**src/hdl/ccb_pkg.sv**
```systemverilog
// ----------------------------------------------------------------------------
// ccb_pkg: shared types and constants of the color-key blitter
// Field widths, register indexes, mode codes and the flag group that
// travels from the classify front to the address back.
// ----------------------------------------------------------------------------
package ccb_pkg;

	// fixed field widths
	localparam int PIX_W      = 16;
	localparam int ADDR_W     = 18;
	localparam int SIZE_W     = 10;
	localparam int OFF_W      = 11;
	localparam int KEY_W      = 17;
	localparam int CFG_W      = 17;
	localparam int CFG_IDX_W  = 3;

	// entries in the queue between front and back
	localparam int QUEUE_DEPTH = 2;

	// register indexes
	typedef enum logic [CFG_IDX_W-1:0] {
		REG_MODE       = 3'd0,
		REG_SRC_WIDTH  = 3'd1,
		REG_SRC_HEIGHT = 3'd2,
		REG_DST_WIDTH  = 3'd3,
		REG_DST_HEIGHT = 3'd4,
		REG_X_OFFSET   = 3'd5,
		REG_Y_OFFSET   = 3'd6,
		REG_KEY_COLOR  = 3'd7
	} ccb_reg_t;

	// blit modes
	localparam logic MODE_OVERLAY = 1'b0;
	localparam logic MODE_WINDOW  = 1'b1;

	// key value that disables keying
	localparam logic signed [KEY_W-1:0] KEY_NONE = -17'sd1;

	// per-pixel decision flags
	typedef struct packed {
		logic write_enable;
		logic window_error;
		logic picture_done;
	} ccb_flags_t;

endpackage

```
**src/hdl/ccb_if.sv**
```systemverilog
// ----------------------------------------------------------------------------
// ccb_if: valid/ready channels of the color-key blitter
// Source pixel channel and result channel, each with source and sink views.
// ----------------------------------------------------------------------------
interface ccb_pix_if import ccb_pkg::*; ();
	logic             valid;
	logic             ready;
	logic [PIX_W-1:0] pixel_in;
	logic             first_of_picture;

	modport source(output valid, output pixel_in, output first_of_picture, input ready);
	modport sink(input valid, input pixel_in, input first_of_picture, output ready);
endinterface

interface ccb_res_if import ccb_pkg::*; ();
	logic              valid;
	logic              ready;
	logic              write_enable;
	logic [ADDR_W-1:0] dest_address;
	logic [PIX_W-1:0]  pixel_out;
	logic              window_error;
	logic              picture_done;

	modport source(output valid, output write_enable, output dest_address,
		output pixel_out, output window_error, output picture_done, input ready);
	modport sink(input valid, input write_enable, input dest_address,
		input pixel_out, input window_error, input picture_done, output ready);
endinterface

```
**src/hdl/ccb_front.sv**
```systemverilog
// ----------------------------------------------------------------------------
// ccb_front: pixel intake and classification
// Keeps the raster counters, maps the source position to the destination
// and decides write, window error and end of picture for each beat.
// ----------------------------------------------------------------------------
module ccb_front import ccb_pkg::*; #(
	parameter int CW   = 9,
	parameter int DIMW = 10
) (
	input  logic                    clk,
	input  logic                    arst_n,
	input  logic                    mode,
	input  logic [DIMW-1:0]         src_w,
	input  logic [DIMW-1:0]         src_h,
	input  logic [DIMW-1:0]         dst_w,
	input  logic [DIMW-1:0]         dst_h,
	input  logic signed [OFF_W-1:0] x_off,
	input  logic signed [OFF_W-1:0] y_off,
	input  logic signed [KEY_W-1:0] key_color,
	ccb_pix_if.sink                 pixels,
	input  logic                    q_full,
	output logic                    push,
	output ccb_flags_t              push_flags,
	output logic [CW-1:0]           push_dx,
	output logic [CW-1:0]           push_dy,
	output logic [PIX_W-1:0]        push_pix
);

	localparam int PW = ((DIMW > OFF_W) ? DIMW : OFF_W) + 2;

	logic [CW-1:0]          col_q, row_q;
	logic [CW-1:0]          cx, cy;
	logic [DIMW:0]          cx_inc, cy_inc;
	logic                   in_src, done;
	logic signed [PW-1:0]   cx_s, cy_s, xo_s, yo_s;
	logic signed [PW-1:0]   sw_s, sh_s, dw_s, dh_s;
	logic signed [PW-1:0]   dx, dy;
	logic                   in_dst, key_hit, err, we;

	assign pixels.ready = !q_full;
	assign push         = pixels.valid && !q_full;

	// current source position
	assign cx     = pixels.first_of_picture ? '0 : col_q;
	assign cy     = pixels.first_of_picture ? '0 : row_q;
	assign cx_inc = (DIMW+1)'(cx) + (DIMW+1)'(1);
	assign cy_inc = (DIMW+1)'(cy) + (DIMW+1)'(1);
	assign in_src = (DIMW'(cx) < src_w) && (DIMW'(cy) < src_h);
	assign done   = (DIMW'(cx) == src_w - DIMW'(1)) && (DIMW'(cy) == src_h - DIMW'(1));

	// signed views for the offset arithmetic
	assign cx_s = $signed(PW'(cx));
	assign cy_s = $signed(PW'(cy));
	assign xo_s = PW'(x_off);
	assign yo_s = PW'(y_off);
	assign sw_s = $signed(PW'(src_w));
	assign sh_s = $signed(PW'(src_h));
	assign dw_s = $signed(PW'(dst_w));
	assign dh_s = $signed(PW'(dst_h));

	// destination position: added in overlay, subtracted in window copy
	assign dx = (mode == MODE_WINDOW) ? (cx_s - xo_s) : (cx_s + xo_s);
	assign dy = (mode == MODE_WINDOW) ? (cy_s - yo_s) : (cy_s + yo_s);

	assign in_dst = (dx >= 0) && (dy >= 0) && (dx < dw_s) && (dy < dh_s);

	// key match, the no-key value never equals a pixel
	assign key_hit = (key_color == $signed({1'b0, pixels.pixel_in}));

	// window must fit inside the source
	assign err = (mode == MODE_WINDOW) &&
		((x_off < 0) || (y_off < 0) || (dw_s + xo_s > sw_s) || (dh_s + yo_s > sh_s));

	// write decision
	always_comb begin
		if (mode == MODE_WINDOW) begin
			we = in_src && in_dst && !err;
		end else begin
			we = in_src && in_dst && !key_hit;
		end
	end

	assign push_flags.write_enable = we;
	assign push_flags.window_error = err;
	assign push_flags.picture_done = done;
	assign push_dx  = CW'(dx);
	assign push_dy  = CW'(dy);
	assign push_pix = pixels.pixel_in;

	// raster counters advance on every accepted beat
	always_ff @(posedge clk or negedge arst_n) begin
		if (!arst_n) begin
			col_q <= '0;
			row_q <= '0;
		end else if (push) begin
			if (cx_inc >= {1'b0, src_w}) begin
				col_q <= '0;
				row_q <= (cy_inc >= {1'b0, src_h}) ? '0 : CW'(cy_inc);
			end else begin
				col_q <= CW'(cx_inc);
				row_q <= (DIMW'(cy) >= src_h) ? '0 : cy;
			end
		end
	end

endmodule

```
**src/hdl/ccb_fifo.sv**
```systemverilog
// ----------------------------------------------------------------------------
// ccb_fifo: short decision queue
// Register-based queue between the classify front and the address back.
// ----------------------------------------------------------------------------
module ccb_fifo #(
	parameter int WIDTH = 8,
	parameter int DEPTH = 2
) (
	input  logic             clk,
	input  logic             arst_n,
	input  logic             push,
	input  logic [WIDTH-1:0] push_data,
	input  logic             pop,
	output logic [WIDTH-1:0] pop_data,
	output logic             full,
	output logic             empty
);

	localparam int PTRW = (DEPTH > 1) ? $clog2(DEPTH) : 1;
	localparam int CNTW = $clog2(DEPTH + 1);

	logic [WIDTH-1:0] mem_q [DEPTH];
	logic [PTRW-1:0]  wr_ptr_q, rd_ptr_q;
	logic [CNTW-1:0]  count_q;

	assign full     = (count_q == CNTW'(DEPTH));
	assign empty    = (count_q == '0);
	assign pop_data = mem_q[rd_ptr_q];

	// storage
	always_ff @(posedge clk) begin
		if (push) begin
			mem_q[wr_ptr_q] <= push_data;
		end
	end

	// pointers and fill level
	always_ff @(posedge clk or negedge arst_n) begin
		if (!arst_n) begin
			wr_ptr_q <= '0;
			rd_ptr_q <= '0;
			count_q  <= '0;
		end else begin
			if (push) begin
				wr_ptr_q <= (wr_ptr_q == PTRW'(DEPTH - 1)) ? '0 : wr_ptr_q + PTRW'(1);
			end
			if (pop) begin
				rd_ptr_q <= (rd_ptr_q == PTRW'(DEPTH - 1)) ? '0 : rd_ptr_q + PTRW'(1);
			end
			if (push && !pop) begin
				count_q <= count_q + CNTW'(1);
			end else if (pop && !push) begin
				count_q <= count_q - CNTW'(1);
			end
		end
	end

endmodule

```
**src/hdl/ccb_back.sv**
```systemverilog
// ----------------------------------------------------------------------------
// ccb_back: address generation and result register
// Turns a queued decision into a linear destination address and holds the
// result beat until the sink takes it.
// ----------------------------------------------------------------------------
module ccb_back import ccb_pkg::*; #(
	parameter int CW   = 9,
	parameter int DIMW = 10
) (
	input  logic             clk,
	input  logic             arst_n,
	input  logic [DIMW-1:0]  dst_w,
	input  logic             q_empty,
	output logic             pop,
	input  ccb_flags_t       pop_flags,
	input  logic [CW-1:0]    pop_dx,
	input  logic [CW-1:0]    pop_dy,
	input  logic [PIX_W-1:0] pop_pix,
	ccb_res_if.source        results
);

	localparam int LW = CW + DIMW + 1;

	logic              valid_q;
	ccb_flags_t        flags_q;
	logic [ADDR_W-1:0] addr_q;
	logic [PIX_W-1:0]  pix_q;
	logic [LW-1:0]     lin;

	// row times width plus column
	assign lin = LW'(pop_dy) * LW'(dst_w) + LW'(pop_dx);

	assign pop = !q_empty && (!valid_q || results.ready);

	// output beat valid
	always_ff @(posedge clk or negedge arst_n) begin
		if (!arst_n) begin
			valid_q <= 1'b0;
		end else if (!valid_q || results.ready) begin
			valid_q <= !q_empty;
		end
	end

	// output payload
	always_ff @(posedge clk) begin
		if (pop) begin
			flags_q <= pop_flags;
			addr_q  <= pop_flags.write_enable ? ADDR_W'(lin) : '0;
			pix_q   <= pop_pix;
		end
	end

	assign results.valid        = valid_q;
	assign results.write_enable = flags_q.write_enable;
	assign results.dest_address = addr_q;
	assign results.pixel_out    = pix_q;
	assign results.window_error = flags_q.window_error;
	assign results.picture_done = flags_q.picture_done;

endmodule

```
**src/hdl/clip_colorkey_blitter.sv**
```systemverilog
// path: an accepted pixel beat passes the decision queue, then the result register
// throughput: one pixel per cycle; the front stalls only when the two-entry
//   decision queue is full, which needs the result sink to hold ready low
// address multiply sits alone in the back stage, one per cycle unless the result sink stalls
// reset: raster counters, queue and result valid clear; registers return to
//   overlay mode, sizes 1, offsets 0 and no key
// ----------------------------------------------------------------------------
// clip_colorkey_blitter: color-key blitter with clipping
// Classifying front, decision queue and address back, plus the register file.
// ----------------------------------------------------------------------------
module clip_colorkey_blitter import ccb_pkg::*; #(
	parameter int MAX_DIM = 512
) (
	input  logic                 clk,
	input  logic                 arst_n,
	input  logic                 cfg_write,
	input  logic [CFG_IDX_W-1:0] cfg_index,
	input  logic [CFG_W-1:0]     cfg_data,
	ccb_pix_if.sink              pixels,
	ccb_res_if.source            results
);

	localparam int CW   = (MAX_DIM > 1) ? $clog2(MAX_DIM) : 1;
	localparam int DIMW = $clog2(MAX_DIM + 1);
	localparam int EW   = $bits(ccb_flags_t) + 2 * CW + PIX_W;

	logic                    mode_q;
	logic [DIMW-1:0]         src_w_q, src_h_q, dst_w_q, dst_h_q;
	logic signed [OFF_W-1:0] x_off_q, y_off_q;
	logic signed [KEY_W-1:0] key_q;
	logic [SIZE_W-1:0]       size_raw;
	logic [DIMW-1:0]         size_clamped;

	logic             push, pop, q_full, q_empty;
	ccb_flags_t       push_flags, pop_flags;
	logic [CW-1:0]    push_dx, push_dy, pop_dx, pop_dy;
	logic [PIX_W-1:0] push_pix, pop_pix;
	logic [EW-1:0]    push_data, pop_data;

	// size clamp to 1..MAX_DIM
	assign size_raw = cfg_data[SIZE_W-1:0];
	always_comb begin
		if (size_raw == '0) begin
			size_clamped = DIMW'(1);
		end else if (int'(size_raw) > MAX_DIM) begin
			size_clamped = DIMW'(MAX_DIM);
		end else begin
			size_clamped = DIMW'(size_raw);
		end
	end

	// register file
	always_ff @(posedge clk or negedge arst_n) begin
		if (!arst_n) begin
			mode_q  <= MODE_OVERLAY;
			src_w_q <= DIMW'(1);
			src_h_q <= DIMW'(1);
			dst_w_q <= DIMW'(1);
			dst_h_q <= DIMW'(1);
			x_off_q <= '0;
			y_off_q <= '0;
			key_q   <= KEY_NONE;
		end else if (cfg_write) begin
			case (ccb_reg_t'(cfg_index))
				REG_MODE:       mode_q  <= cfg_data[0];
				REG_SRC_WIDTH:  src_w_q <= size_clamped;
				REG_SRC_HEIGHT: src_h_q <= size_clamped;
				REG_DST_WIDTH:  dst_w_q <= size_clamped;
				REG_DST_HEIGHT: dst_h_q <= size_clamped;
				REG_X_OFFSET:   x_off_q <= $signed(cfg_data[OFF_W-1:0]);
				REG_Y_OFFSET:   y_off_q <= $signed(cfg_data[OFF_W-1:0]);
				REG_KEY_COLOR:  key_q   <= $signed(cfg_data[KEY_W-1:0]);
				default: begin
				end
			endcase
		end
	end

	// classify front
	ccb_front #(.CW(CW), .DIMW(DIMW)) u_front (
		.clk        (clk),
		.arst_n     (arst_n),
		.mode       (mode_q),
		.src_w      (src_w_q),
		.src_h      (src_h_q),
		.dst_w      (dst_w_q),
		.dst_h      (dst_h_q),
		.x_off      (x_off_q),
		.y_off      (y_off_q),
		.key_color  (key_q),
		.pixels     (pixels),
		.q_full     (q_full),
		.push       (push),
		.push_flags (push_flags),
		.push_dx    (push_dx),
		.push_dy    (push_dy),
		.push_pix   (push_pix)
	);

	// decision queue
	assign push_data = {push_flags, push_dx, push_dy, push_pix};
	assign {pop_flags, pop_dx, pop_dy, pop_pix} = pop_data;

	ccb_fifo #(.WIDTH(EW), .DEPTH(QUEUE_DEPTH)) u_fifo (
		.clk       (clk),
		.arst_n    (arst_n),
		.push      (push),
		.push_data (push_data),
		.pop       (pop),
		.pop_data  (pop_data),
		.full      (q_full),
		.empty     (q_empty)
	);

	// address back
	ccb_back #(.CW(CW), .DIMW(DIMW)) u_back (
		.clk       (clk),
		.arst_n    (arst_n),
		.dst_w     (dst_w_q),
		.q_empty   (q_empty),
		.pop       (pop),
		.pop_flags (pop_flags),
		.pop_dx    (pop_dx),
		.pop_dy    (pop_dy),
		.pop_pix   (pop_pix),
		.results   (results)
	);

endmodule

```
**src/flat_wrapper.sv**
```systemverilog
// flat-port wrapper written by rule: the top's interface ports become plain ports
module clip_colorkey_blitter_flat import ccb_pkg::*;
#(
	parameter int MAX_DIM = 512
)
  (clk, arst_n, cfg_write, cfg_index, cfg_data, pixels_valid, pixels_pixel_in, pixels_first_of_picture, pixels_ready, results_valid, results_write_enable, results_dest_address, results_pixel_out, results_window_error, results_picture_done, results_ready);
  ccb_pix_if pixels_i ();
  ccb_res_if results_i ();
  input  logic clk;
  input  logic arst_n;
  input  logic cfg_write;
  input  logic [CFG_IDX_W-1:0] cfg_index;
  input  logic [CFG_W-1:0] cfg_data;
  input wire logic [$bits(pixels_i.valid)-1:0] pixels_valid;
  input wire logic [$bits(pixels_i.pixel_in)-1:0] pixels_pixel_in;
  input wire logic [$bits(pixels_i.first_of_picture)-1:0] pixels_first_of_picture;
  output wire logic [$bits(pixels_i.ready)-1:0] pixels_ready;
  output wire logic [$bits(results_i.valid)-1:0] results_valid;
  output wire logic [$bits(results_i.write_enable)-1:0] results_write_enable;
  output wire logic [$bits(results_i.dest_address)-1:0] results_dest_address;
  output wire logic [$bits(results_i.pixel_out)-1:0] results_pixel_out;
  output wire logic [$bits(results_i.window_error)-1:0] results_window_error;
  output wire logic [$bits(results_i.picture_done)-1:0] results_picture_done;
  input wire logic [$bits(results_i.ready)-1:0] results_ready;
  assign pixels_i.valid = pixels_valid;
  assign pixels_i.pixel_in = pixels_pixel_in;
  assign pixels_i.first_of_picture = pixels_first_of_picture;
  assign pixels_ready = pixels_i.ready;
  assign results_valid = results_i.valid;
  assign results_write_enable = results_i.write_enable;
  assign results_dest_address = results_i.dest_address;
  assign results_pixel_out = results_i.pixel_out;
  assign results_window_error = results_i.window_error;
  assign results_picture_done = results_i.picture_done;
  assign results_i.ready = results_ready;
  clip_colorkey_blitter #(.MAX_DIM(MAX_DIM)) u_core (.clk(clk), .arst_n(arst_n), .cfg_write(cfg_write), .cfg_index(cfg_index), .cfg_data(cfg_data), .pixels(pixels_i), .results(results_i));
endmodule
```
**config.mk**
```make
export PLATFORM = sky130hd
export DESIGN_NAME = clip_colorkey_blitter_flat
export DESIGN_NICKNAME = d
export VERILOG_FILES = /design/src/hdl/ccb_pkg.sv /design/src/hdl/ccb_if.sv /design/src/hdl/ccb_front.sv /design/src/hdl/ccb_fifo.sv /design/src/hdl/ccb_back.sv /design/src/hdl/clip_colorkey_blitter.sv /design/src/flat_wrapper.sv
export SDC_FILE = /design/constraint.sdc
export NUM_CORES = 1
export LEC_CHECK = 0
export BUFFER_PORTS_ARGS = -buffer_cell sky130_fd_sc_hd__buf_2
export CAP_MARGIN = 20
export CORE_MARGIN = 8
export CORE_UTILIZATION = 51
export CTS_BUF_LIST = sky130_fd_sc_hd__clkbuf_4
export DETAILED_ROUTE_END_ITERATION = 7
export MAX_ROUTING_LAYER = met4
export PLACE_DENSITY = 0.8
export SLEW_MARGIN = 30
export SYNTH_ARGS = -nofsm -noshare
export SYNTH_HDL_FRONTEND = slang
export SYNTH_SLANG_ARGS = --single-unit
```
**constraint.sdc**
```tcl
create_clock -name clk -period 7.6 [get_ports clk]
set_input_delay 0.38 -clock clk [delete_from_list [all_inputs] [get_ports clk]]
set_output_delay 0.38 -clock clk [all_outputs]
set_load 0.02 [all_outputs]
```
==> summary.md <==
| Metric | Value |
|---|---|
| Syn-to-layout area delta | `12.0%` |
| Routed Antenna Nets | `0` |
| Worst Clk Skew | `about 0.075 ns` |
| Post-synthesis instance total | `~1500` |
| Worst-Margin Slew | `approximately 0.95 ns` |
| HPWL Detailed | `around 30000 microns` |
| Detailed Routing Iterations Pass 1 | `5` |
| I/O pin total | `81` |
| Cell repeated most along the worst path | `inv_1` |
| Clk_lat worst skew | `approximately 0.74 ns` |
| Nets | `about 1900` |
| GRT overflow | `0` |
| CP bufs+invs | `6` |
| Peak supply drop | `0.281 mV` |
| Final setup fails | `0` |
| HP Class | `in -> reg` |
| Global-route wire length before repair | `~65000 microns` |
| P_leak | `between 8 and 9 nW` |
| Critical Path Sink Type | `flip-flop` |
| Worst-path maximum fanout | `31` |
| Initial Util | `about 52%` |
| CP top delay family | `adder cells` |
| #FFs+latches synth | `about 210` |
| Fin util | `57.9%` |
| Final Hold Vio Count | `0` |
| Clock Tree Buf Depth | `3` |
| Post-route minimum period | `slightly above 6 ns` |
| Die height | `192 microns` |
| Number of flops mapped to enable cells by yosys | `between 100 and 150` |
| Synth Flop Type | `edfxtp_1` |
| Number of cells upsized or downsized after cts | `0` |
| Overall Power | `7.04 mW` |
| CTS H-tree lvls | `2` |
| Syn_area_per_cell | `between 10 and 15 sq um` |
| Vias in the first global route | `roughly 12000` |
| Port bufs | `80` |
| Setup TNS | `0 ns` |
| DR WL/cell | `around 19 microns` |
| Mapped cell area | `about 16000 sq um` |
| Num rows | `64` |
| Fmax | `roughly 160 MHz` |
| Max-Cap Viols | `0` |
| CTS root buf | `clkbuf_4` |
| Nature of the critical path startpoint | `flip-flop` |
| Gr usage total | `a little under a quarter` |
| Max-slew violations | `0` |
| Ys Warns | `0` |
| Worst-path clk slew | `0.08 ns` |
| Post-synthesis async set-or-reset flop share | `about half` |
| Largest net degree at the start of global routing | `59` |
| Synth top area share | `21.1%` |
| Final period util | `82.0%` |
| DR DRC count | `0` |
| Arrival @ worst endpoint | `6.71 ns` |
| DIE WIDTH | `192 microns` |
| Status | `completed` |
| Area leader, netlist | `edfxtp_1` |
| Core ar. | `30500 sq um` |
| Post-synthesis net count | `approximately 1800` |
| Critical path, cell by cell | `mux2_2, nand2_1, fa_1, inv_1, fa_1, inv_1, fa_1, inv_1, fa_1, inv_1, fa_1, inv_1, ha_1, inv_1, a221oi_1, a41oi_1, a21oi_1, a31oi_1, xor2_1, nor2_1` |
| Share of layout cells above drive strength 1 | `17.5%` |
| Yosys cell types | `67` |
| TritonCTS clock tree | `yes` |
| Ranking of synthesized cells by area | `edfxtp_1 (21%), ha_1 (14%), dfrtp_1 (13%)` |
| Max incr delay on CP | `around 0.88 ns` |
| Sequential fraction of the synthesis area | `37.6%` |
| Total CTS buffers | `54` |
| Rel. slew slack | `36.3%` |
| Vias after detailed routing | `between 10000 and 15000` |
| Die area | `about 37000 sq um` |
| PD cells | `approximately 400 nW/um^2` |
| Critical path's slowest cell | `dfrtp_2` |
| Vias per cell | `around 5.7` |
| Initial drt markers | `~880` |
| Critical Path RT | `~8 ns` |
| RSZ-0062 raised after global routing | `no` |
| Routability congestion estimate | `0.922` |
| Initial antenna violation count | `1` |
| WS Path Type | `reg -> reg` |
| Num Clock Sinks | `214` |
| Final wirelength | `between 40000 and 50000 microns` |
==> layout by cell type, fill, tap and decap left out, types with 44 or more instances in the layout <==
cell        n
mux2_2     82
edfxtp_1  111
buf_2      79
nand2_1   150
inv_1     149
nor2_1     93
dfrtp_1    81
xnor2_1    75
ha_1      172
fa_1       65
a21oi_1    55
o21ai_0    75
xor2_1     44
clkbuf_4   80
==> routing by layer <==
metal | global-route usage (%) | share of wire (%) | vias up
li1 | - | - | 5597
met1 | 27.4 | 41 | 5807
met2 | 37.8 | 49 | 407
met3 | 4.10 | 5.9 | 111
met5 | - | 0 | -
met4 | 10.1 | 4.0 | 0
==> synth_stat cells (13+ instances only) <==
library cell	n
dfrtp_1	82
nor4_1	13
nor2_1	95
mux2_2	82
ha_1	172
xor2_1	44
nand2b_1	26
nor2b_1	29
inv_1	149
nor3_1	25
nand2_1	150
nand3_1	29
o21a_1	15
and2_1	25
clkbuf_1	30
a21oi_1	55
xnor2_1	75
fa_1	65
a21o_1	22
edfxtp_1	111
o21ai_0	75
dfstp_2	21
==> layout make-up <==
class	count	area, sq um
fillers	2481	12800
multi-input cells	1115	9140
flip-flops and latches	214	5940
repair buffers	120	818
clock buffers	80	601
inverters	151	567
well taps	396	495
clock inverters	19	113
diodes	1	2.50
==> per-stage QoR <==
stage / instances / cell area [sq um] / setup slack, ns / hold WS (ns)
2_1_floorplan: 1516 / 15800 / 1.58 / 0.0844
3_3_place_gp: 1964 / 16600 / 1.54 / 0.443
3_5_place_dp: 1966 / 16700 / 1.45 / 0.440
4_1_cts: 2095 / 17700 / 1.43 / 0.000516
5_1_grt: 2096 / 17700 / 1.08 / 0.00711
6_report: 2096 / 17700 / 1.37 / 0.0543
==> cells by family (layout without fill, tap and decap cells) <==
logic type,count (synthesis),count (layout),share of synthesized area (%)
xor gates and xnor gates,119,119,6.61
muxes,91,91,6.42
AOI/OAI and AO/OA,247,247,10.2
buffers and inverters,187,370,4.53
and+or+nand+nor,420,420,12.6
DFF,214,214,37.6
adders and majority gates,238,238,21.9
other,0,1,0
==> report_power, final <==
part	switching (mW)	internal (mW)	total, mW
Sequential	0.257	1.70	1.96
Clock	0.507	0.520	1.03
Combinational	2.36	1.69	4.05
==> state kept, by name, indices dropped and copies added, names as in the netlist <==
register,count
u_core.u_back.results.valid,1
u_core.u_back.results.window_error,1
u_core.u_fifo.rd_ptr_q,1
u_core.u_back.results.pixel_out,16
u_core.u_fifo.count_q,2
u_core.dst_w_q,10
u_core.mode_q,1
u_core.src_w_q,10
u_core.u_back.results.write_enable,1
u_core.y_off_q,11
u_core.u_fifo.mem_q,74
u_core.x_off_q,11
u_core.src_h_q,10
u_core.u_front.row_q,9
u_core.u_back.results.dest_address,18
u_core.u_fifo.wr_ptr_q,1
u_core.dst_h_q,10
u_core.u_front.col_q,9
u_core.key_q,17
u_core.u_back.results.picture_done,1
==> worst register-to-register path: cells and delay by family (launching register included) <==
family          cells  cell delay (ns)
compound gates      4             1.14
xor+xnor            1             0.15
fa+ha+maj           6             2.87
buf+inv             6             0.33
flops               1             0.88
mux                 1             0.43
simple gates        2             0.16
==> path summary, 6_finish.rpt <==
kind                                        start                                      to  slack (ns)  depth (start not counted)
hold / removal                        cfg_data[3]                       u_core.y_off_q[3]        0.05                          2
setup reg to reg           u_core.u_fifo.rd_ptr_q  u_core.u_back.results.dest_address[15]        1.37                         20
setup / recovery           u_core.u_fifo.rd_ptr_q  u_core.u_back.results.dest_address[15]        1.37                         20
hold reg to reg                 u_core.src_w_q[7]                       u_core.src_w_q[7]        0.49                          2
max in group asynchronous                  arst_n                       u_core.src_w_q[6]        6.14                          3
min in group asynchronous                  arst_n                       u_core.dst_h_q[7]        0.23                          2
==> what timing repair did <==
item / in CTS / in global routing
setup buffers: 0 / 0
endpoints found under the hold margin: 98 / 0
hold buffers: 30 / 0
(Power assumes the default switching activity.)
